[config.mk]
export PLATFORM = sky130hd
export DESIGN_NAME = led_volume_bar_meter
export DESIGN_NICKNAME = d
export VERILOG_FILES = /design/src/rtl/lvbm_pkg.sv /design/src/rtl/lvbm_front.sv /design/src/rtl/lvbm_queue.sv /design/src/rtl/lvbm_back.sv /design/src/rtl/led_volume_bar_meter.sv
export VERILOG_INCLUDE_DIRS = /design/src /design/src/rtl
export SDC_FILE = /design/constraint.sdc
export NUM_CORES = 2
export LEC_CHECK = 0
export BUFFER_PORTS_ARGS = -buffer_cell sky130_fd_sc_hd__buf_2
export CAP_MARGIN = 5
export CORE_ASPECT_RATIO = 2
export CORE_MARGIN = 5
export CORE_UTILIZATION = 35
export DETAILED_ROUTE_END_ITERATION = 8
export PLACE_DENSITY = 0.61
export SYNTH_ARGS = -nofsm -noshare
export SYNTH_HDL_FRONTEND = slang
export SYNTH_HIERARCHICAL = 1
export SYNTH_SLANG_ARGS = --single-unit
[constraint.sdc]
create_clock -name i_clk -period 24.6 [get_ports i_clk]
set_input_delay 0 -clock i_clk [delete_from_list [all_inputs] [get_ports i_clk]]
set_output_delay 0 -clock i_clk [all_outputs]
set_load 0.03 [all_outputs]
[src/rtl/led_volume_bar_meter_assert.svh]
// ----------------------------------------------------------------------------
// LED volume bar meter assertion macros
// Shared concurrent assertion forms. Each expects i_clk and i_rst_n in scope.
// ----------------------------------------------------------------------------
`ifndef LED_VOLUME_BAR_METER_ASSERT_SVH
`define LED_VOLUME_BAR_METER_ASSERT_SVH

// Condition holds in the same cycle as the trigger
`define LVBM_ASSERT_IMP(label, ante, cons, msg) \
    label: assert property (@(posedge i_clk) disable iff (!i_rst_n) (ante) |-> (cons)) \
        else $error(msg);

// Condition holds in the cycle after the trigger
`define LVBM_ASSERT_NXT(label, ante, cons, msg) \
    label: assert property (@(posedge i_clk) disable iff (!i_rst_n) (ante) |=> (cons)) \
        else $error(msg);

`endif

[src/rtl/lvbm_pkg.sv]
// ----------------------------------------------------------------------------
// LED volume bar meter package
// Types, constants and arithmetic helpers shared by the meter modules.
// ----------------------------------------------------------------------------
package lvbm_pkg;

    // Strip size and field widths
    localparam int LED_COUNT = 10;
    localparam int IDX_W     = 6;
    localparam int LEVEL_W   = 7;
    localparam int TIME_W    = 32;
    localparam int CHAN_W    = 8;
    localparam int COLOR_W   = 3 * CHAN_W;
    localparam int CFG_IDX_W = 1;

    localparam logic [IDX_W-1:0]   LAST_IDX = IDX_W'(LED_COUNT - 1);
    localparam logic [LEVEL_W-1:0] PERCENT  = LEVEL_W'(100);
    localparam logic [CHAN_W-1:0]  FULL_AMT = 8'hFF;

    // Fill budget widths
    localparam int FILL_MAX  = 255 * LED_COUNT;
    localparam int BUDGET_W  = $clog2(FILL_MAX + 1);
    localparam int PROD_MAX  = 100 * FILL_MAX;
    localparam int DIV_W     = $clog2(PROD_MAX + 1);

    // Reciprocal of 100, exact for inputs below about six million
    localparam int DIV_SHIFT     = 28;
    localparam int RECIP_100_INT = ((1 << DIV_SHIFT) + 99) / 100;
    localparam int RECIP_W       = $clog2(RECIP_100_INT + 1);
    localparam logic [RECIP_W-1:0] RECIP_100 = RECIP_W'(RECIP_100_INT);

    // Triangle wave constants: period 1000 ms, 255/500 = 51/100
    localparam int MOD_PERIOD  = 1000;
    localparam int HALF_PERIOD = 500;
    localparam int RES_2P16    = 536;   // 2^16 mod 1000
    localparam int RES_2P10    = 24;    // 2^10 mod 1000
    localparam int WAVE_MUL    = 51;
    localparam int FOLD1_W     = 26;
    localparam int FOLD2_W     = 20;
    localparam int FOLD3_W     = 15;
    localparam int FOLD4_W     = 11;
    localparam int PHASE_W     = 10;
    localparam int HALF_W      = 9;

    // Command queue depth
    localparam int Q_DEPTH = 4;
    localparam int QP_W    = $clog2(Q_DEPTH);
    localparam int QC_W    = $clog2(Q_DEPTH + 1);

    // Configuration register indexes
    typedef enum logic [CFG_IDX_W-1:0] {
        CFG_LOW_COLOR  = 1'b0,
        CFG_HIGH_COLOR = 1'b1
    } t_cfg_reg;

    // Input beat
    typedef struct packed {
        logic [LEVEL_W-1:0] level;
        logic               is_muted;
        logic [TIME_W-1:0]  time_ms;
    } t_in;

    // Result beat
    typedef struct packed {
        logic [IDX_W-1:0]  pixel_index;
        logic [CHAN_W-1:0] red;
        logic [CHAN_W-1:0] green;
        logic [CHAN_W-1:0] blue;
        logic              last_pixel;
    } t_out;

    // Classified frame command: fill budget, or fixed blend amount when muted
    typedef struct packed {
        logic                muted;
        logic [BUDGET_W-1:0] amount;
    } t_cmd;

    // Floor of x / 100 by reciprocal multiply
    function automatic logic [DIV_W-1:0] div100(input logic [DIV_W-1:0] x);
        logic [DIV_W+RECIP_W-1:0] prod;
        logic [DIV_W+RECIP_W-1:0] shifted;
        prod    = (DIV_W+RECIP_W)'(x) * (DIV_W+RECIP_W)'(RECIP_100);
        shifted = prod >> DIV_SHIFT;
        return shifted[DIV_W-1:0];
    endfunction

    // Floor of x / 255 for x up to 65279, where the quotient fits in 8 bits
    function automatic logic [CHAN_W-1:0] div255(input logic [2*CHAN_W-1:0] x);
        logic [2*CHAN_W:0] sum;
        sum = (2*CHAN_W+1)'(x) + (2*CHAN_W+1)'(x >> CHAN_W) + (2*CHAN_W+1)'(1);
        return sum[2*CHAN_W-1:CHAN_W];
    endfunction

endpackage

[src/rtl/lvbm_front.sv]
// ----------------------------------------------------------------------------
// LED volume bar meter front end
// Accepts input beats and turns each into a frame command: the saturated
// fill budget when unmuted, the triangle-wave blend amount when muted.
// ----------------------------------------------------------------------------
module lvbm_front
    import lvbm_pkg::*;
(
    input  logic i_clk,
    input  logic i_rst_n,
    input  logic i_valid,
    output logic o_stall,
    input  t_in  i_data,
    output logic o_push,
    output t_cmd o_cmd,
    input  logic i_full
);

    logic adv;

    logic r_v1, r_v2, r_v3, r_v4;
    logic r_muted1, r_muted2, r_muted3, r_muted4;

    logic [LEVEL_W-1:0] lvl_sat;
    logic [DIV_W-1:0]   n_prod,   r_prod;
    logic [FOLD1_W-1:0] n_fold1,  r_fold1;
    logic [FOLD2_W-1:0] fold2;
    logic [FOLD3_W-1:0] n_fold3,  r_fold3;
    logic [BUDGET_W-1:0] n_budget, r_budget2, r_budget3, r_budget4;
    logic [FOLD4_W-1:0] fold4;
    logic [PHASE_W-1:0] phase;
    logic [HALF_W-1:0]  offset;
    logic [HALF_W-1:0]  rise;
    logic [DIV_W-1:0]   n_wave,   r_wave, r_wave4;
    logic [CHAN_W-1:0]  wave_amt;

    // Advance the whole pipe unless the last stage is blocked by the queue
    assign adv     = !r_v4 || !i_full;
    assign o_stall = !adv;
    assign o_push  = r_v4 && !i_full;

    // Stage 1: saturate level, scale to budget numerator, first time fold
    always_comb begin
        lvl_sat = (i_data.level > PERCENT) ? PERCENT : i_data.level;
        n_prod  = DIV_W'(lvl_sat) * DIV_W'(FILL_MAX);
        n_fold1 = FOLD1_W'(i_data.time_ms[31:16]) * FOLD1_W'(RES_2P16)
                + FOLD1_W'(i_data.time_ms[15:0]);
    end

    // Stage 2: divide budget by 100, fold time twice more by 2^10
    always_comb begin
        n_budget = BUDGET_W'(div100(r_prod));
        fold2    = FOLD2_W'(r_fold1[FOLD1_W-1:10]) * FOLD2_W'(RES_2P10)
                 + FOLD2_W'(r_fold1[9:0]);
        n_fold3  = FOLD3_W'(fold2[FOLD2_W-1:10]) * FOLD3_W'(RES_2P10)
                 + FOLD3_W'(fold2[9:0]);
    end

    // Stage 3: finish phase within the period, fold into a triangle, scale
    always_comb begin
        fold4 = FOLD4_W'(r_fold3[FOLD3_W-1:10]) * FOLD4_W'(RES_2P10)
              + FOLD4_W'(r_fold3[9:0]);
        phase = (fold4 >= FOLD4_W'(MOD_PERIOD)) ? PHASE_W'(fold4 - FOLD4_W'(MOD_PERIOD))
                                               : PHASE_W'(fold4);
        offset = (phase >= PHASE_W'(HALF_PERIOD))
               ? HALF_W'(phase - PHASE_W'(HALF_PERIOD))
               : HALF_W'(PHASE_W'(HALF_PERIOD) - phase);
        rise   = HALF_W'(HALF_PERIOD) - offset;
        n_wave = DIV_W'(rise) * DIV_W'(WAVE_MUL);
    end

    // Stage 4: divide wave by 100 and pick the command amount
    always_comb begin
        wave_amt     = CHAN_W'(div100(r_wave4));
        o_cmd.muted  = r_muted4;
        o_cmd.amount = r_muted4 ? BUDGET_W'(wave_amt) : r_budget4;
    end

    // Hold stage valids
    always_ff @(posedge i_clk) begin
        if (!i_rst_n) begin
            r_v1 <= 1'b0;
            r_v2 <= 1'b0;
            r_v3 <= 1'b0;
            r_v4 <= 1'b0;
        end else if (adv) begin
            r_v1 <= i_valid;
            r_v2 <= r_v1;
            r_v3 <= r_v2;
            r_v4 <= r_v3;
        end
    end

    // Advance stage payloads
    always_ff @(posedge i_clk) begin
        if (adv) begin
            r_muted1  <= i_data.is_muted;
            r_prod    <= n_prod;
            r_fold1   <= n_fold1;
            r_muted2  <= r_muted1;
            r_budget2 <= n_budget;
            r_fold3   <= n_fold3;
            r_muted3  <= r_muted2;
            r_budget3 <= r_budget2;
            r_wave    <= n_wave;
            r_muted4  <= r_muted3;
            r_budget4 <= r_budget3;
            r_wave4   <= r_wave;
        end
    end

endmodule

[src/rtl/lvbm_queue.sv]
// ----------------------------------------------------------------------------
// LED volume bar meter command queue
// Short FIFO of frame commands between the front end and the pixel back end.
// ----------------------------------------------------------------------------
`include "led_volume_bar_meter_assert.svh"

module lvbm_queue
    import lvbm_pkg::*;
(
    input  logic i_clk,
    input  logic i_rst_n,
    input  logic i_push,
    input  t_cmd i_data,
    output logic o_full,
    output logic o_valid,
    output t_cmd o_data,
    input  logic i_pop
);

    t_cmd            r_mem [Q_DEPTH];
    logic [QP_W-1:0] r_wr_ptr;
    logic [QP_W-1:0] r_rd_ptr;
    logic [QC_W-1:0] r_count;

    assign o_full  = (r_count == QC_W'(Q_DEPTH));
    assign o_valid = (r_count != '0);
    assign o_data  = r_mem[r_rd_ptr];

    // Store pushed commands
    always_ff @(posedge i_clk) begin
        if (i_push) begin
            r_mem[r_wr_ptr] <= i_data;
        end
    end

    // Advance pointers and track fill
    always_ff @(posedge i_clk) begin
        if (!i_rst_n) begin
            r_wr_ptr <= '0;
            r_rd_ptr <= '0;
            r_count  <= '0;
        end else begin
            if (i_push) begin
                r_wr_ptr <= r_wr_ptr + 1'b1;
            end
            if (i_pop) begin
                r_rd_ptr <= r_rd_ptr + 1'b1;
            end
            case ({i_push, i_pop})
                2'b10:   r_count <= r_count + 1'b1;
                2'b01:   r_count <= r_count - 1'b1;
                default: r_count <= r_count;
            endcase
        end
    end

    `LVBM_ASSERT_IMP(q_no_overflow, i_push, !o_full, "command queue pushed while full")
    `LVBM_ASSERT_IMP(q_no_underflow, i_pop, o_valid, "command queue popped while empty")

endmodule

[src/rtl/lvbm_back.sv]
// ----------------------------------------------------------------------------
// LED volume bar meter back end
// Walks each frame across the strip, one LED per cycle unless stalled, deals
// out the fill budget and blends low toward high color per channel.
// ----------------------------------------------------------------------------
`include "led_volume_bar_meter_assert.svh"

module lvbm_back
    import lvbm_pkg::*;
(
    input  logic               i_clk,
    input  logic               i_rst_n,
    input  logic               i_cmd_valid,
    input  t_cmd               i_cmd,
    output logic               o_pop,
    input  logic [COLOR_W-1:0] i_low_color,
    input  logic [COLOR_W-1:0] i_high_color,
    output logic               o_valid,
    input  logic               i_stall,
    output t_out               o_data
);

    logic adv;
    logic active;
    logic fire;
    logic src_muted;
    logic [BUDGET_W-1:0] src_budget;
    logic [IDX_W-1:0]    src_idx;
    logic [CHAN_W-1:0]   amt;
    logic                last;

    // Sequencer
    logic                r_busy;
    logic                r_muted;
    logic [BUDGET_W-1:0] r_budget;
    logic [IDX_W-1:0]    r_idx;

    // Stage A: pixel index and blend amount
    logic              r_a_valid;
    logic [IDX_W-1:0]  r_a_idx;
    logic [CHAN_W-1:0] r_a_amt;
    logic              r_a_last;

    // Stage B: products
    logic              r_b_valid;
    logic [IDX_W-1:0]  r_b_idx;
    logic              r_b_last;
    logic [2:0]        n_b_neg,  r_b_neg;
    logic [2*CHAN_W-1:0] n_b_prod [3];
    logic [2*CHAN_W-1:0] r_b_prod [3];

    // Output register
    logic r_out_valid;
    t_out n_out, r_out;

    logic [CHAN_W-1:0] lo_ch [3];
    logic [CHAN_W-1:0] hi_ch [3];
    logic [CHAN_W-1:0] mag   [3];
    logic [CHAN_W-1:0] quo   [3];
    logic [CHAN_W-1:0] res   [3];

    // Move the whole back pipe when the output slot is free or taken
    assign adv    = !r_out_valid || !i_stall;
    assign active = r_busy || i_cmd_valid;
    assign fire   = adv && active;
    assign o_pop  = adv && !r_busy && i_cmd_valid;

    // Pick the current frame: running one, else the queue head
    always_comb begin
        src_muted  = r_busy ? r_muted  : i_cmd.muted;
        src_budget = r_busy ? r_budget : i_cmd.amount;
        src_idx    = r_busy ? r_idx    : '0;
        if (src_muted || (src_budget < BUDGET_W'(FULL_AMT))) begin
            amt = src_budget[CHAN_W-1:0];
        end else begin
            amt = FULL_AMT;
        end
        last = (src_idx == LAST_IDX);
    end

    // Step through the strip
    always_ff @(posedge i_clk) begin
        if (!i_rst_n) begin
            r_busy <= 1'b0;
            r_idx  <= '0;
        end else if (fire) begin
            r_busy <= !last;
            r_idx  <= src_idx + 1'b1;
        end
    end

    always_ff @(posedge i_clk) begin
        if (fire) begin
            r_muted  <= src_muted;
            r_budget <= src_muted ? src_budget : src_budget - BUDGET_W'(amt);
        end
    end

    // Split colors into channels, red first
    always_comb begin
        for (int c = 0; c < 3; c++) begin
            lo_ch[c] = i_low_color[COLOR_W-1-CHAN_W*c -: CHAN_W];
            hi_ch[c] = i_high_color[COLOR_W-1-CHAN_W*c -: CHAN_W];
        end
    end

    // Stage B: magnitude of the color span times the amount
    always_comb begin
        for (int c = 0; c < 3; c++) begin
            n_b_neg[c]  = hi_ch[c] < lo_ch[c];
            mag[c]      = n_b_neg[c] ? lo_ch[c] - hi_ch[c] : hi_ch[c] - lo_ch[c];
            n_b_prod[c] = (2*CHAN_W)'(mag[c]) * (2*CHAN_W)'(r_a_amt);
        end
    end

    // Output stage: scale by 1/255 toward zero and offset from low color
    always_comb begin
        for (int c = 0; c < 3; c++) begin
            quo[c] = div255(r_b_prod[c]);
            res[c] = r_b_neg[c] ? lo_ch[c] - quo[c] : lo_ch[c] + quo[c];
        end
        n_out.pixel_index = r_b_idx;
        n_out.red         = res[0];
        n_out.green       = res[1];
        n_out.blue        = res[2];
        n_out.last_pixel  = r_b_last;
    end

    // Hold stage valids
    always_ff @(posedge i_clk) begin
        if (!i_rst_n) begin
            r_a_valid   <= 1'b0;
            r_b_valid   <= 1'b0;
            r_out_valid <= 1'b0;
        end else if (adv) begin
            r_a_valid   <= active;
            r_b_valid   <= r_a_valid;
            r_out_valid <= r_b_valid;
        end
    end

    // Advance stage payloads
    always_ff @(posedge i_clk) begin
        if (fire) begin
            r_a_idx  <= src_idx;
            r_a_amt  <= amt;
            r_a_last <= last;
        end
        if (adv) begin
            r_b_idx  <= r_a_idx;
            r_b_last <= r_a_last;
            r_b_neg  <= n_b_neg;
            r_b_prod <= n_b_prod;
            r_out    <= n_out;
        end
    end

    assign o_valid = r_out_valid;
    assign o_data  = r_out;

    `LVBM_ASSERT_IMP(a_last_on_final, r_a_valid && r_a_last, r_a_idx == LAST_IDX, "last mark off the final LED")
    `LVBM_ASSERT_IMP(busy_past_first, r_busy, r_idx != '0, "running frame points at LED zero")
    `LVBM_ASSERT_NXT(frame_steps, fire && r_busy && !last, r_busy && (r_idx == $past(r_idx) + 1'b1), "frame skipped or repeated an LED")

endmodule

[src/rtl/led_volume_bar_meter.sv]
// ----------------------------------------------------------------------------
// LED volume bar meter
// Level meter for an LED strip: one color beat per LED for each input beat.
// ----------------------------------------------------------------------------
// Each accepted input beat (level, mute flag, time) yields LED_COUNT result
// beats, LED 0 first, with last_pixel set on the final LED. Unmuted, the fill
// level*255*LED_COUNT/100 (level capped at 100) is dealt out 255 per LED;
// muted, every LED gets one blend that follows a 1000 ms triangle wave. The
// back-end sequencer emits one LED per cycle while the output is not stalled,
// and frames stream back to back. Each input beat passes four front-end
// registers, one slot of the command queue and three back-end registers. A
// four-entry command queue lets the front end keep accepting while the strip
// output is stalled. The user must write low_color and high_color only while
// no frame is in flight; the block itself does not enforce this. There is no
// memory and no start-up clearing pass.
// ----------------------------------------------------------------------------
module led_volume_bar_meter
    import lvbm_pkg::*;
(
    input  logic                 i_clk,
    input  logic                 i_rst_n,
    input  logic                 i_valid,
    output logic                 o_stall,
    input  t_in                  i_data,
    output logic                 o_valid,
    input  logic                 i_stall,
    output t_out                 o_data,
    input  logic                 i_cfg_we,
    input  logic [CFG_IDX_W-1:0] i_cfg_index,
    input  logic [COLOR_W-1:0]   i_cfg_data
);

    logic [COLOR_W-1:0] r_low_color;
    logic [COLOR_W-1:0] r_high_color;

    logic q_push;
    logic q_full;
    logic q_valid;
    logic q_pop;
    t_cmd front_cmd;
    t_cmd q_cmd;

    // Write colour registers
    always_ff @(posedge i_clk) begin
        if (!i_rst_n) begin
            r_low_color  <= '0;
            r_high_color <= '1;
        end else if (i_cfg_we) begin
            unique case (t_cfg_reg'(i_cfg_index))
                CFG_LOW_COLOR:  r_low_color  <= i_cfg_data;
                CFG_HIGH_COLOR: r_high_color <= i_cfg_data;
                default:        r_low_color  <= r_low_color;
            endcase
        end
    end

    lvbm_front u_front (
        .i_clk   (i_clk),
        .i_rst_n (i_rst_n),
        .i_valid (i_valid),
        .o_stall (o_stall),
        .i_data  (i_data),
        .o_push  (q_push),
        .o_cmd   (front_cmd),
        .i_full  (q_full)
    );

    lvbm_queue u_queue (
        .i_clk   (i_clk),
        .i_rst_n (i_rst_n),
        .i_push  (q_push),
        .i_data  (front_cmd),
        .o_full  (q_full),
        .o_valid (q_valid),
        .o_data  (q_cmd),
        .i_pop   (q_pop)
    );

    lvbm_back u_back (
        .i_clk        (i_clk),
        .i_rst_n      (i_rst_n),
        .i_cmd_valid  (q_valid),
        .i_cmd        (q_cmd),
        .o_pop        (q_pop),
        .i_low_color  (r_low_color),
        .i_high_color (r_high_color),
        .o_valid      (o_valid),
        .i_stall      (i_stall),
        .o_data       (o_data)
    );

endmodule
# Yosys cells after proc, flatten, opt, wreduce, memory -nomap -nowiden
# Memory sizes are Yosys's and may differ from the RTL's. A register that Yosys moved wholly into a read port is not among the register bits.
# Cells that the tools add are included.
[word_totals]
ff_bits = 314
ram_bits = 52
inputBits = 70
out_inout_bits = 33
word_cells = 137
mem_count = 1
[classes]
add_sub_neg = 32
mul = 11
n_lt_le_gt_ge = 7
n_eq_ne = 4
mux = 20
bitwise = 1
n_reduce_logical = 19
[mem_list]
columns = ["name", "depth", "word_bits", "rd", "rd_clocked_by_memory_dff", "wr", "line", "rtl"]
rows = [
  ["u_queue.r_mem", 4, 13, 1, 1, 1, "lvbm_queue.sv:20", "t_cmd r_mem [Q_DEPTH];"],
]
[op_table]
columns = ["operator", "count"]
rows = [
  ["subtractor 8 bit", 9],
  ["two-way mux 8 bit", 7],
  ["adder 16 x 1 -> 16 bit, second input constant", 3],
  ["adder 16 x 8 -> 16 bit", 3],
  ["multiplier 8 x 8 -> 16 bit", 3],
  ["multiplier 17 x 22 -> 39 bit, second input constant", 1],
  ["multiplier 15 x 22 -> 36 bit, second input constant", 1],
  ["two-way mux 12 bit", 3],
  ["adder 26 x 16 -> 26 bit", 1],
  ["adder 8 bit", 3],
  ["less-than comparator 8 bit", 3],
  ["multiplier 16 x 7 -> 23 bit, second input constant", 1],
  ["adder 20 x 10 -> 20 bit", 1],
  ["subtractor 9 bit, first input constant", 2],
  ["multiplier 16 x 2 -> 17 bit, second input constant", 1],
  ["multiplier 7 x 11 -> 17 bit, second input constant", 1],
  ["adder 15 x 10 -> 15 bit", 1],
  ["multiplier 9 x 6 -> 15 bit, second input constant", 1],
  ["less-than comparator 12 x 8 -> 1 bit, second input constant", 1],
  ["multiplier 10 x 2 -> 12 bit, second input constant", 1],
  ["subtractor 12 x 8 -> 12 bit", 1],
  ["adder 10 x 10 -> 11 bit", 1],
  ["greater-or-equal comparator 11 x 10 -> 1 bit, second input constant", 1],
  ["greater-or-equal comparator 10 x 9 -> 1 bit, second input constant", 1],
  ["26 further kinds", 43],
]

# Depth between registers and ports, before layout
[logic_depth]
depth_word = 8
mapped_depth = 37
depth_no_buf = 35

# By module
# The synthesis kept the hierarchy.
[modules_own_cells]
columns = ["mod", "n_inst", "cells_each", "area_per_inst_um2", "seq_area_each_um2"]
rows = [
  ["lvbm_front", 1, 2124, 22211.3, 3923.8],
  ["lvbm_back", 1, 1605, 15158.3, 3713.6],
  ["lvbm_queue", 1, 113, 2333.5, 1741.7],
  ["led_volume_bar_meter", 1, 214, 2052.0, 960.9],
]

# Worst setup path after synthesis
# No wires, ideal clock.
[synth_timing]
path_kind = "reg-to-reg"
from = "register u_front.r_fold3[11]"
to = "register u_front.r_wave[13] (data pin)"
setup_ns = 0.258
arrival_ns = 7.528
required_time_ns = 24.342
path_slack_ns = 16.814
stages_incl_launch_ff = 35
n_path_buf = 1
period_less_slack_ns = 7.786
path_cell_list = "edfxtp_1 > ha_1 > fa_1 > a21oi_1 > nor2_1 > nor2_1 > xnor2_1 > ha_1 > or3_1 > o21ai_0 > o21ai_2 > o21a_2 > xnor2_2 > ha_1 > a21boi_0 > o41ai_4 > buf_6 > mux2i_1 > xor2_1 > xor2_1 > ha_1 > inv_1 > fa_1 > fa_1 > inv_1 > ha_1 > inv_1 > o21ai_0 > a21o_1 > a21o_1 > a21o_1 > a21o_1 > a21o_1 > a21oi_1 > xnor2_1"
[synth_between]
elab_chain_cells = 8
elab_cells_between_ends = 11
classes_between = "add/sub: 5; mul: 2; order compare: 2; mux: 2"
[synth_lines]
columns = ["item", "line", "rtl"]
rows = [
  ["from (decl)", "lvbm_front.sv:28", "logic [FOLD3_W-1:0] n_fold3, r_fold3;"],
  ["from (signal assigned)", "lvbm_front.sv:102", "r_fold3 <= n_fold3;"],
  ["multiplier 5 x 2 -> 7 bit *", "lvbm_front.sv:61", "fold4 = FOLD4_W'(r_fold3[FOLD3_W-1:10]) * FOLD4_W'(RES_2P10)"],
  ["adder 10 x 10 -> 11 bit *", "lvbm_front.sv:62", "+ FOLD4_W'(r_fold3[9:0]);"],
  ["subtractor 10 bit / greater-or-equal comparator 11 x 10 -> 1 bit (equally long branches)", "lvbm_front.sv:63", "phase = (fold4 >= FOLD4_W'(MOD_PERIOD)) ? PHASE_W'(fold4 - FOLD4_W'(MOD_PERIOD))"],
  ["two-way mux 10 bit *", "lvbm_front.sv:63", ""],
  ["subtractor 9 bit, or another cell as far along", "lvbm_front.sv:67", ": HALF_W'(PHASE_W'(HALF_PERIOD) - phase);"],
  ["two-way mux 9 bit *", "lvbm_front.sv:66", "? HALF_W'(phase - PHASE_W'(HALF_PERIOD))"],
  ["subtractor 9 bit *", "lvbm_front.sv:68", "rise = HALF_W'(HALF_PERIOD) - offset;"],
  ["multiplier 9 x 6 -> 15 bit *", "lvbm_front.sv:69", "n_wave = DIV_W'(rise) * DIV_W'(WAVE_MUL);"],
  ["net u_front.n_wave[13]", "lvbm_front.sv:34", "logic [DIV_W-1:0] n_wave, r_wave, r_wave4;"],
  ["to (signal assigned)", "lvbm_front.sv:105", "r_wave <= n_wave;"],
  ["to (decl)", "lvbm_front.sv:34", ""],
]
# The timed path passes the listed nets; every way through them passes the cells marked *.
# A chain may end at the register's enable or synchronous reset.

# Final worst setup path
# Ends and elaborated chain as after synthesis.

==> results_dict.tcl <==
set metrics [dict create \
    status "finished clean" \
    worst_setup_path_end_kind "register" \
    endpoint "u_front/r_wave[13]" \
    rsz0062_at_grt "false" \
    cts_setup_buffers 0 \
    post-route-min-period_ps 8800 \
    final_common_cell "inv_1" \
    ys_types 110 \
    utilization 0.387 \
    netlist_instances 4056 \
    syn_to_final_growth_pct 9.97 \
    critPathKind "register to register" \
    hold_viol_final 0 \
    cp.required_ps 24940 \
    yosysWarnings 6 \
    slowest_stage "o41ai_4" \
    syn-num-nets 5196 \
    critPathMaxFanout 12 \
    start_util 0.352 \
    r2r-end "u_front/r_wave[13]" \
    rr_worst_depth 34 \
    drc_errors 0 \
    ys_seq_elements 368 \
    cts_resized 0 \
    synth_compound_area_frac 0.105 \
    yosysSeqAreaShare 0.248 \
    avgSynthCellArea_sq_um 10.3 \
    track_usage 0.152 \
    root_buffer "clkbuf_16" \
    routed_via_density 5.01 \
    synth_xor_area_frac 0.0530 \
    hold_class "input port to register" \
    vias 28900 \
    die_x_um 254 \
    final_cell_mix "744 x inv_1, 692 x ha_1, 378 x fa_1" \
    setup_violations 0 \
    startpoint "u_front/r_fold3[11]" \
    worstPathArrival_ps 9130 \
    ioPinCount 103 \
    relSlewSlack 0.265 \
    drtIter0Drc 893 \
    die_h_um 498 \
    synth_top_family_by_area "adder cells" \
    dpl_worst_slack_ps 15870 \
    numCtsBuffers 41 \
    synth_edf_count 297 \
    drv_slew 0 \
    core_region_area_sq_um 119000 \
    io_buffers 102 \
    drv_cap 0 \
    rows 179 \
    grt_pass1_wl_um 155000 \
    setup_tns_ps 0 \
    nNetsFinal 5349 \
    fmax_mhz 114 \
    cts.clk_slew.worst_paths_ps 60 \
    skew_ps 38.4 \
    critPathLaunchType "register" \
    antenna_found_initial 0 \
    gp_congestion 0.902 \
    htreeDepth 2 \
    max_stage_delay_ps 810 \
    synth_area_sq_um 41800 \
    clk_path_buf_depth 3 \
    synth_mux_area_frac 0.0265 \
    ant_nets 0 \
    cts_tree "done" \
    tightest_slew_ps 1100 \
    drtPass1Iterations 5 \
    grt.overflow.total 0 \
    synthArstFlopShare 0 \
    drive_gt1_frac 0.0686 \
    r2r_start "u_front/r_fold3[11]" \
    period_share 0.358 \
    grt_pass1_vias 31300 \
    hpwl_um 80600 \
    ff2ff_setup_slack_ps 15800 \
    setup_ws_ps 15800 \
    cts_sinks 368 \
    postRouteWirelength_um 96600 \
    clkLatencyLatePin_ps 610 \
    grt_max_degree 74 \
    synth_flop_cell "edfxtp_1" \
    wl_per_cell_um 16.7 \
    synthAdderAreaFrac 0.389 \
    yosys.area_share.simple 0.102 \
    die-area_sq_um 127000 \
]
==> flip-flops by register name (all words and copies together) (netlist names), 15 cells and up, named ones only <==
name	cells
u_front/r_wave4	15
r_high_color	24
r_low_color	24
u_front/r_fold1	26
u_back/o_data	31
u_queue/r_mem	52
u_front/r_wave	15
u_back/r_b_prod	48
u_front/r_fold3	15
u_front/r_prod	17
==> repair_timing <==
action                                 4_1_cts  5_1_grt
hold buffers                                60        0
setup endpoints to repair                    0        0
endpoints found under the hold margin       84        0
==> metrics by stage <==
step / hold WS [ps] / std cells / area [sq um]
2_1_floorplan: 98.9 / 4056 / 41800
3_3_place_gp: 199 / 5644 / 43900
3_5_place_dp: 193 / 5644 / 43900
6_report: 39.8 / 5781 / 45900
5_1_grt: 28.6 / 5780 / 45900
4_1_cts: 0.719 / 5780 / 45900
==> logic make-up after synthesis <==
group / Yosys count
buffers and inverters: 818
muxes: 90
DFF: 368
AOI/OAI and AO/OA: 641
adders and majority gates: 1070
xor gates and xnor gates: 246
and+or+nand+nor: 823
==> worst max-delay path: cells and delay by family (launching register included) <==
| kind | cells | cell delay, ps |
|---|---|---|
| multiplexers | 1 | 420 |
| buffers and inverters | 3 | 170 |
| flip-flops | 1 | 440 |
| XOR/XNOR | 4 | 690 |
| AO/OA/AOI/OAI | 14 | 3390 |
| AND/OR/NAND/NOR | 4 | 610 |
| adder cells (fa/ha/maj) | 8 | 2810 |
==> area by class of cell <==
class / count / area, sq um
clock buffer: 53 / 1100
sequential: 368 / 10300
fill: 11800 / 72800
antenna: 1 / 2.50
inverter: 748 / 2810
multi-input combinational: 2870 / 28200
tap: 1538 / 1920
clock inverter: 23 / 275
timing repair buffer: 180 / 1250
==> synth_stat cells (14+ instances only) <==
cell      count  area [sq um]
a211oi_1     19           143
a21boi_0     14           105
a21o_1       62           465
a21oi_1     175           876
a31oi_1      15          93.8
and2_1      114           713
and3_1       21           131
clkbuf_1     37           139
dfxtp_1      71          1420
edfxtp_1    297          8920
fa_1        378          7570
ha_1        692          8660
inv_1       744          2790
mux2_2       14           158
mux2i_1      62           621
nand2_1     212           796
nand2b_1     42           263
nand3_1      66           330
nand4_1      19           119
nor2_1      124           465
nor2b_1      73           457
nor3_1       57           285
o211ai_1     24           180
o211ai_2     20           250
o21a_1       45           338
o21ai_0     119           596
o21bai_1     21           158
or2_2        17           106
or3_1        18           113
xnor2_1     169          1480
xor2_1       70           613
==> how the worst min path moves through the flow <==
| stage | cells past startpoint | to | start |
|---|---|---|---|
| 6_report | 3 | r_high_color[0] | i_cfg_index |
| 5_1_grt | 4 | u_front/r_prod[3] | i_data[35] |
| 4_1_cts | 3 | r_high_color[2] | i_cfg_index |
| 3_5_place_dp | 1 | u_front/r_fold1[2] | i_data[2] |
| 3_3_place_gp | 1 | u_front/r_fold1[2] | i_data[2] |
| 2_1_floorplan | 0 | u_front/r_fold1[0] | i_data[0] |
==> routing by layer <==
layer  up-vias  global-route usage  part of all wire
met4         0              0.0826             0.065
met5         -                   0                 0
met2       426               0.325              0.60
met1     14200               0.130              0.31
met3       258              0.0139             0.021
li1      14100                   -                 -
Power is not shown: default switching activity piles up to over one toggle a cycle in this logic, so the estimate is an artifact.
